**src/rtl/hsvc_pkg.sv**
```systemverilog
// Package for the HSV to ARGB converter: stage word types and the
// channel scaling functions shared by the pipeline stages. No dependencies.
`timescale 1ns / 1ps
`default_nettype none

package hsvc_pkg;

  localparam int unsigned HueW    = 32;
  localparam int unsigned FracW   = 16;
  localparam int unsigned UnitW   = 17;  // Q1.16 inputs, 65536 is 1.0
  localparam int unsigned SecW    = 3;
  localparam int unsigned SvW     = 2 * UnitW;      // s*v product
  localparam int unsigned XW      = SvW + UnitW;    // s*v*k product
  localparam int unsigned MixW    = 52;             // signed Q.48 channel values
  localparam int unsigned ChanW   = 8;
  localparam int unsigned ArgbW   = 32;

  localparam logic [UnitW-1:0] OneQ16  = 17'h10000;
  localparam logic [ChanW-1:0] ChanMax = 8'hFF;

  typedef struct packed {
    logic [SecW-1:0]  sector;
    logic [UnitW-1:0] k;
    logic [SvW-1:0]   sv;
    logic [UnitW-1:0] v;
    logic [UnitW-1:0] t;
  } prep_t;

  typedef struct packed {
    logic [SecW-1:0]         sector;
    logic [XW-1:0]           x;
    logic signed [MixW-1:0]  m;
    logic [ChanW-1:0]        full;
    logic [ChanW-1:0]        alpha;
  } mix_t;

  // floor(x*255 / 2^16), clamped to 255.
  function automatic logic [ChanW-1:0] sat_q16(input logic [UnitW-1:0] x);
    logic [UnitW+ChanW-1:0] p;
    logic [ChanW:0]         top;
    p   = {x, 8'b0} - {8'b0, x};
    top = p[UnitW+ChanW-1:16];
    return top[ChanW] ? ChanMax : top[ChanW-1:0];
  endfunction

  // floor(val*255 / 2^48) for a signed Q.48 value, zero at or below zero,
  // clamped to 255. Positive values always fit in 49 bits.
  function automatic logic [ChanW-1:0] chan_q48(input logic signed [MixW-1:0] val);
    logic [48:0]  u;
    logic [56:0]  p;
    logic [ChanW:0] top;
    u   = val[48:0];
    p   = {u, 8'b0} - {8'b0, u};
    top = p[56:48];
    if (val[MixW-1] || (val == '0)) begin
      return '0;
    end
    return top[ChanW] ? ChanMax : top[ChanW-1:0];
  endfunction

endpackage

`default_nettype wire

```
**src/rtl/hsvc_prep.sv**
```systemverilog
// First pipeline stage: hue sector and ramp weight, chroma product s*v.
// Depends on hsvc_pkg.
`timescale 1ns / 1ps
`default_nettype none

module hsvc_prep import hsvc_pkg::*; (
  input  wire logic             clk_i,
  input  wire logic             rst_ni,
  input  wire logic             valid_i,
  output logic                  ready_o,
  input  wire logic [HueW-1:0]  hue_i,
  input  wire logic [UnitW-1:0] sat_i,
  input  wire logic [UnitW-1:0] val_i,
  input  wire logic [UnitW-1:0] alpha_i,
  output logic                  valid_o,
  input  wire logic             ready_i,
  output prep_t                 word_o
);

  logic        valid_q;
  prep_t       word_q, word_d;
  logic [18:0] h6;
  logic [FracW-1:0] frac;

  assign ready_o = !valid_q || ready_i;

  always_comb begin
    frac   = hue_i[FracW-1:0];
    h6     = {1'b0, frac, 2'b0} + {2'b0, frac, 1'b0};
    word_d.sector = h6[18:16];
    word_d.k      = h6[16] ? (OneQ16 - {1'b0, h6[15:0]}) : {1'b0, h6[15:0]};
    word_d.sv     = sat_i * val_i;
    word_d.v      = val_i;
    word_d.t      = alpha_i;
  end

  always_ff @(posedge clk_i or negedge rst_ni) begin
    if (!rst_ni) begin
      valid_q <= 1'b0;
    end else if (ready_o) begin
      valid_q <= valid_i;
    end
  end

  always_ff @(posedge clk_i) begin
    if (ready_o && valid_i) begin
      word_q <= word_d;
    end
  end

  assign valid_o = valid_q;
  assign word_o  = word_q;

endmodule

`default_nettype wire

```
**src/rtl/hsvc_mix.sv**
```systemverilog
// Second pipeline stage: ramp product x = s*v*k, base level m = v - c,
// and the full-value and alpha bytes. Depends on hsvc_pkg.
`timescale 1ns / 1ps
`default_nettype none

module hsvc_mix import hsvc_pkg::*; (
  input  wire logic  clk_i,
  input  wire logic  rst_ni,
  input  wire logic  valid_i,
  output logic       ready_o,
  input  wire prep_t word_i,
  output logic       valid_o,
  input  wire logic  ready_i,
  output mix_t       word_o
);

  logic valid_q;
  mix_t word_q, word_d;

  assign ready_o = !valid_q || ready_i;

  always_comb begin
    word_d.sector = word_i.sector;
    word_d.x      = word_i.sv * word_i.k;
    // Both terms sit in Q.48; m goes negative when saturation exceeds one.
    word_d.m      = $signed({3'b0, word_i.v, 32'b0}) - $signed({2'b0, word_i.sv, 16'b0});
    word_d.full   = sat_q16(word_i.v);
    word_d.alpha  = sat_q16(word_i.t);
  end

  always_ff @(posedge clk_i or negedge rst_ni) begin
    if (!rst_ni) begin
      valid_q <= 1'b0;
    end else if (ready_o) begin
      valid_q <= valid_i;
    end
  end

  always_ff @(posedge clk_i) begin
    if (ready_o && valid_i) begin
      word_q <= word_d;
    end
  end

  assign valid_o = valid_q;
  assign word_o  = word_q;

endmodule

`default_nettype wire

```
**src/rtl/hsvc_pack.sv**
```systemverilog
// Third and fourth pipeline stages: m + x sum and low byte, then the mid
// byte, sector routing and ARGB packing into the output register.
// Depends on hsvc_pkg.
`timescale 1ns / 1ps
`default_nettype none

module hsvc_pack import hsvc_pkg::*; (
  input  wire logic              clk_i,
  input  wire logic              rst_ni,
  input  wire logic              valid_i,
  output logic                   ready_o,
  input  wire mix_t              word_i,
  output logic                   valid_o,
  input  wire logic              ready_i,
  output logic [ArgbW-1:0]       argb_o
);

  localparam logic [SecW-1:0] SecRed     = 3'd0;
  localparam logic [SecW-1:0] SecYellow  = 3'd1;
  localparam logic [SecW-1:0] SecGreen   = 3'd2;
  localparam logic [SecW-1:0] SecCyan    = 3'd3;
  localparam logic [SecW-1:0] SecBlue    = 3'd4;

  logic                   sum_valid_q;
  logic [SecW-1:0]        sector_q;
  logic signed [MixW-1:0] sum_q;
  logic [ChanW-1:0]       low_q, full_q, alpha_q;
  logic                   sum_ready;

  logic                   out_valid_q;
  logic [ArgbW-1:0]       argb_q, argb_d;
  logic [ChanW-1:0]       mid, r, g, b;

  assign ready_o   = !sum_valid_q || sum_ready;
  assign sum_ready = !out_valid_q || ready_i;

  always_ff @(posedge clk_i or negedge rst_ni) begin
    if (!rst_ni) begin
      sum_valid_q <= 1'b0;
    end else if (ready_o) begin
      sum_valid_q <= valid_i;
    end
  end

  always_ff @(posedge clk_i) begin
    if (ready_o && valid_i) begin
      sector_q <= word_i.sector;
      sum_q    <= word_i.m + $signed({1'b0, word_i.x});
      low_q    <= chan_q48(word_i.m);
      full_q   <= word_i.full;
      alpha_q  <= word_i.alpha;
    end
  end

  always_comb begin
    mid = chan_q48(sum_q);
    case (sector_q)
      SecRed:    begin r = full_q; g = mid;    b = low_q;  end
      SecYellow: begin r = mid;    g = full_q; b = low_q;  end
      SecGreen:  begin r = low_q;  g = full_q; b = mid;    end
      SecCyan:   begin r = low_q;  g = mid;    b = full_q; end
      SecBlue:   begin r = mid;    g = low_q;  b = full_q; end
      default:   begin r = full_q; g = low_q;  b = mid;    end
    endcase
    argb_d = {alpha_q, r, g, b};
  end

  always_ff @(posedge clk_i or negedge rst_ni) begin
    if (!rst_ni) begin
      out_valid_q <= 1'b0;
    end else if (sum_ready) begin
      out_valid_q <= sum_valid_q;
    end
  end

  always_ff @(posedge clk_i) begin
    if (sum_ready && sum_valid_q) begin
      argb_q <= argb_d;
    end
  end

  assign valid_o = out_valid_q;
  assign argb_o  = argb_q;

endmodule

`default_nettype wire

```
**src/rtl/hsv_to_argb_converter_unit.sv**
```systemverilog
// HSV to ARGB converter, top level. Chains the prep, mix and pack stages.
// Depends on hsvc_pkg, hsvc_prep, hsvc_mix and hsvc_pack.
//
// Usage:
//   Input channel: in_valid_i with hue, saturation, brightness and alpha;
//   a word is taken at a clock edge where in_valid_i is high and
//   in_stall_o is low. Output channel: out_valid_o with argb_word_o;
//   the receiver holds out_stall_i high to keep the word in place.
//   Throughput is one word per cycle while out_stall_i is low; each stage
//   register can accept a new word in the same cycle its old one moves on.
//   From acceptance to out_valid_o a word passes the four register stages:
//   sector and s*v multiply, s*v*k multiply, m + x add, then channel
//   scaling and packing.
//   While out_stall_i is high the pipeline keeps filling until every stage
//   holds a word, then in_stall_o rises; nothing is dropped or repeated.
//   Reset (rst_ni low, asynchronous) empties all stages; there is no
//   configuration and no other state.
`timescale 1ns / 1ps
`default_nettype none

module hsv_to_argb_converter_unit import hsvc_pkg::*; (
  input  wire logic             clk_i,
  input  wire logic             rst_ni,
  input  wire logic             in_valid_i,
  output logic                  in_stall_o,
  input  wire logic [HueW-1:0]  hue_turns_i,
  input  wire logic [UnitW-1:0] saturation_i,
  input  wire logic [UnitW-1:0] brightness_i,
  input  wire logic [UnitW-1:0] alpha_level_i,
  output logic                  out_valid_o,
  input  wire logic             out_stall_i,
  output logic [ArgbW-1:0]      argb_word_o
);

  logic  prep_ready, prep_valid, mix_ready, mix_valid, pack_ready;
  prep_t prep_word;
  mix_t  mix_word;

  assign in_stall_o = !prep_ready;

  hsvc_prep u_prep (
    .clk_i   (clk_i),
    .rst_ni  (rst_ni),
    .valid_i (in_valid_i),
    .ready_o (prep_ready),
    .hue_i   (hue_turns_i),
    .sat_i   (saturation_i),
    .val_i   (brightness_i),
    .alpha_i (alpha_level_i),
    .valid_o (prep_valid),
    .ready_i (mix_ready),
    .word_o  (prep_word)
  );

  hsvc_mix u_mix (
    .clk_i   (clk_i),
    .rst_ni  (rst_ni),
    .valid_i (prep_valid),
    .ready_o (mix_ready),
    .word_i  (prep_word),
    .valid_o (mix_valid),
    .ready_i (pack_ready),
    .word_o  (mix_word)
  );

  hsvc_pack u_pack (
    .clk_i   (clk_i),
    .rst_ni  (rst_ni),
    .valid_i (mix_valid),
    .ready_o (pack_ready),
    .word_i  (mix_word),
    .valid_o (out_valid_o),
    .ready_i (!out_stall_i),
    .argb_o  (argb_word_o)
  );

endmodule

`default_nettype wire

```
**config.mk**
```make
export PLATFORM = sky130hd
export DESIGN_NAME = hsv_to_argb_converter_unit
export DESIGN_NICKNAME = d
export VERILOG_FILES = /design/src/rtl/hsvc_pkg.sv /design/src/rtl/hsvc_prep.sv /design/src/rtl/hsvc_mix.sv /design/src/rtl/hsvc_pack.sv /design/src/rtl/hsv_to_argb_converter_unit.sv
export SDC_FILE = /design/constraint.sdc
export NUM_CORES = 2
export LEC_CHECK = 0
export ABC_AREA = 1
export BUFFER_PORTS_ARGS = -buffer_cell sky130_fd_sc_hd__buf_2
export CORE_MARGIN = 2
export CORE_UTILIZATION = 55
export CTS_CLUSTER_DIAMETER = 50
export DETAILED_ROUTE_END_ITERATION = 7
export GPL_ROUTABILITY_DRIVEN = 0
export PLACE_DENSITY_LB_ADDON = 0.15
export SYNTH_ARGS = -nofsm -noshare
export SYNTH_HDL_FRONTEND = slang
export SYNTH_SLANG_ARGS = --single-unit
export TNS_END_PERCENT = 20
```
**constraint.sdc**
```tcl
create_clock -name clk_i -period 6.2 [get_ports clk_i]
set_input_delay 1.86 -clock clk_i [delete_from_list [all_inputs] [get_ports clk_i]]
set_output_delay 1.86 -clock clk_i [all_outputs]
set_load 0.05 [all_outputs]
```
==> results.toml <==
[drt]
drc = 20
drt_iter0_drc = 2845
postRouteAntennaNets = 0
finalWirelength_mm = 131
wire_per_inst_um = 16.4
vias_per_cell = 5.24
first_pass_iters = 8
vias = 41700

[logic_synthesis]
synth_nets = 7586
yosysTopAreaCellShare_pct = 27.3
ys_seq_area_share_pct = 18.5
ys_ff_latch = 305
synth-main-ff-cell = "edfxtp_1"
syn_area_um2 = 49300
avgSynthCellArea_um2 = 7.69
synth_area_leaders = "fa_1, edfxtp_1, inv_1"
syn_inst = 6413
synth_edf_count = 301
ys_types = 56
synthArstFlopShare_pct = 1.31
yosysTopAreaCell = "fa_1"
ys_warn_count = 0

[critical_path]
path_delay_family = "adder cells"
critPathKind = "in -> reg"
arrival_ns = 6.67
crit_chain = "buf_12, buf_12, nand2_4, fa_1, inv_2, fa_1, inv_1, fa_1, inv_1, fa_1, inv_1, fa_1, inv_1, fa_1, ha_4, nand2_4, nor2_4, inv_2, nor3_4, nand3_2, nand3_4, a21oi_2, xor2_1"
path_buf_inv = 8
crit_path_start_kind = "primary input"
slowest_delay_ns = 0.55
cp_slowest_cell = "fa_1"
worstPathRequired_ns = 6.52
cp_common_cell = "fa_1"
worst_setup_path_end_kind = "flop"
crit_fanout = 6

[clocking]
cts.sinks = 305
clk_latency_ns = 0.60
path_clk_slew_ns = 0.06
cts_tree = "yes"
clockBufferDepth = 3
numCtsBuffers = 44
root_buffer = "clkbuf_16"
htree_levels = 2

[run_status]
run_status = "finished with violations"
violations = "design-rule violations, negative setup slack"

[floorplan]
io_pins = 121
core_um2 = 88600
start_util_pct = 55.6
die_width_um = 303
rows = 109
dieArea_um2 = 92100
fp.dieH_um = 303

[worst_hold_path]
worstHoldPathType = "reg -> reg"

[grt]
grt_antenna_before_repair = 2
grt_pass1_wl_mm = 212
grt_pass1_vias = 42200
overflow = 0
grt_max_degree = 56
grt_usage_pct = 28.8

[sta]
fmax_ghz = 0.158
clock_skew_ns = 0.0321
period_needed_ns = 6.35
fin_crit_sh_pct = 102
setup_viol = 16
tightest_slew_ns = 0.938
relSlewSlack_pct = 37.3
setup_slack_ns = -0.148
maxSlewViolCount = 0
hold_viol = 0
rsz0062_at_grt = "yes"

[finish]
layout-drive-gt1-share_pct = 11.9
final_nets = 7930
syn2layout_area_growth_pct = 15.3

[flow_run]
drv_cap = 0

[place]
place_hpwl_mm = 108
port_buffers = 104
place_ws_ns = -1.03
flip-flops by register name, indices dropped and copies added, names as in the netlist, 3 cells and up:
signal           flops
u_pack.sum_q        51
u_pack.sector_q      3
u_mix.word_o       104
u_prep.word_o       87
u_pack.argb_o       32
u_pack.low_q         8
u_pack.alpha_q       8
u_pack.full_q        8
synthesized netlist by cell type (3+ instances only):
cell,instances
a211oi_1,4
a21boi_0,9
a21o_1,25
a21oi_1,235
a22oi_1,8
a31oi_1,42
buf_1,6
buf_2,12
buf_6,5
clkbuf_1,182
dfrtp_1,4
edfxtp_1,301
fa_1,672
ha_1,414
inv_1,1722
nand2_1,1648
nand2_2,11
nand3_1,207
nand3_2,5
nand3b_1,7
nand4_1,60
nor2_1,362
nor2_2,12
nor3_1,42
nor3_2,4
nor4_1,33
nor4_2,3
o2111ai_1,5
o211ai_1,7
o21a_1,10
o21ai_0,128
o21ai_1,7
o21ai_2,6
o21bai_1,16
o21bai_2,4
o221ai_1,6
xnor2_1,48
xor2_1,115
area by class of cell:
class | count | area (um^2)
diodes | 2 | 5.00
clock buffers | 48 | 1120
clock inverters | 32 | 367
fillers | 7690 | 31800
inverters | 1724 | 6470
multi-input cells | 4179 | 33900
flip-flops and latches | 305 | 9140
well taps | 1165 | 1460
repair buffers | 503 | 4400
worst register-to-register path: stages, from the launching register on:
cell	delay, ns
edfxtp_1	0.41
buf_12	0.20
nand2_1	0.14
inv_1	0.05
fa_1	0.52
inv_1	0.06
fa_1	0.51
fa_1	0.55
fa_1	0.55
inv_1	0.05
fa_1	0.52
inv_1	0.05
fa_1	0.55
inv_1	0.05
ha_2	0.38
nand2_1	0.13
nor2_1	0.15
inv_1	0.10
nor4_1	0.33
buf_4	0.17
nand3_1	0.06
nand3_1	0.13
xor2_1	0.09
buf_4	0.15
cells in the final DEF, fill, tap and decap left out, types with 28 or more instances in the layout:
cell type,instances
buf_12,54
buf_6,28
o21ai_0,109
nand3_1,203
fa_1,665
xnor2_1,45
nand2_2,35
nand2_1,1608
inv_1,1708
xor2_1,111
nor3_1,35
ha_1,388
nor2_1,344
nand4_1,60
a31oi_1,36
buf_2,81
a21oi_1,206
edfxtp_1,301
buf_4,335
clkbuf_16,44
logic make-up after synthesis:
kind of cell / share of synthesized area, %
adder cells (fa/ha/maj): 37.8
AO/OA/AOI/OAI: 6.02
AND/OR/NAND/NOR: 19.9
buffers and inverters: 14.8
XOR/XNOR: 3.02
flip-flops: 18.5
what timing repair did:
item                                    in CTS  in global routing
endpoints found under the setup margin      25                 51
setup buffers                                7                 15
gates resized for setup                     98                160
cloned                                       1                  0
hold buffers                                 0                  0
pin swaps                                   35                 34
per-layer routing:
layer | vias to the layer above | share of wire, % | track usage (%)
met3 | 297 | 6.5 | 3.58
li1 | 20000 | - | -
met2 | 1384 | 47 | 48.2
met4 | 2 | 4.0 | 9.91
met1 | 20100 | 42 | 39.0
met5 | - | 0.015 | 0
final timing paths:
kind | start | to | slack (ns) | cells past startpoint
setup / recovery | brightness_i[5] | u_prep.word_o[67] | -0.15 | 23
hold / removal | u_mix.word_o[119] | u_pack.sector_q[0] | 0.41 | 0
setup reg to reg | u_prep.word_o[84] | u_mix.word_o[111] | 0.04 | 23
hold reg to reg | u_mix.word_o[119] | u_pack.sector_q[0] | 0.41 | 0
max in group asynchronous | rst_ni | u_pack.sum_valid_q | 5.02 | 1
min in group asynchronous | rst_ni | u_prep.valid_o | 1.05 | 1
metrics by stage:
| stage | util, % | instances | TNS (ns) | area (um^2) | hold WS, ns |
|---|---|---|---|---|---|
| finish | 64.2 | 7958 | -1.52 | 56900 | 0.407 |
| global route | 64.2 | 7956 | -4.08 | 56900 | 0.419 |
| CTS | 63.3 | 7941 | -0.693 | 56100 | 0.398 |
| detailed placement | 61.1 | 7853 | -18.81 | 54200 | 0.405 |
| global placement | 61.1 | 7853 | -17.57 | 54200 | 0.401 |
| floorplan | - | 6413 | -43.19 | 50200 | 0.400 |
Power is left out: the tool's default activity adds up to more than one toggle a clock period on the data nets, which glitch-free logic cannot reach.
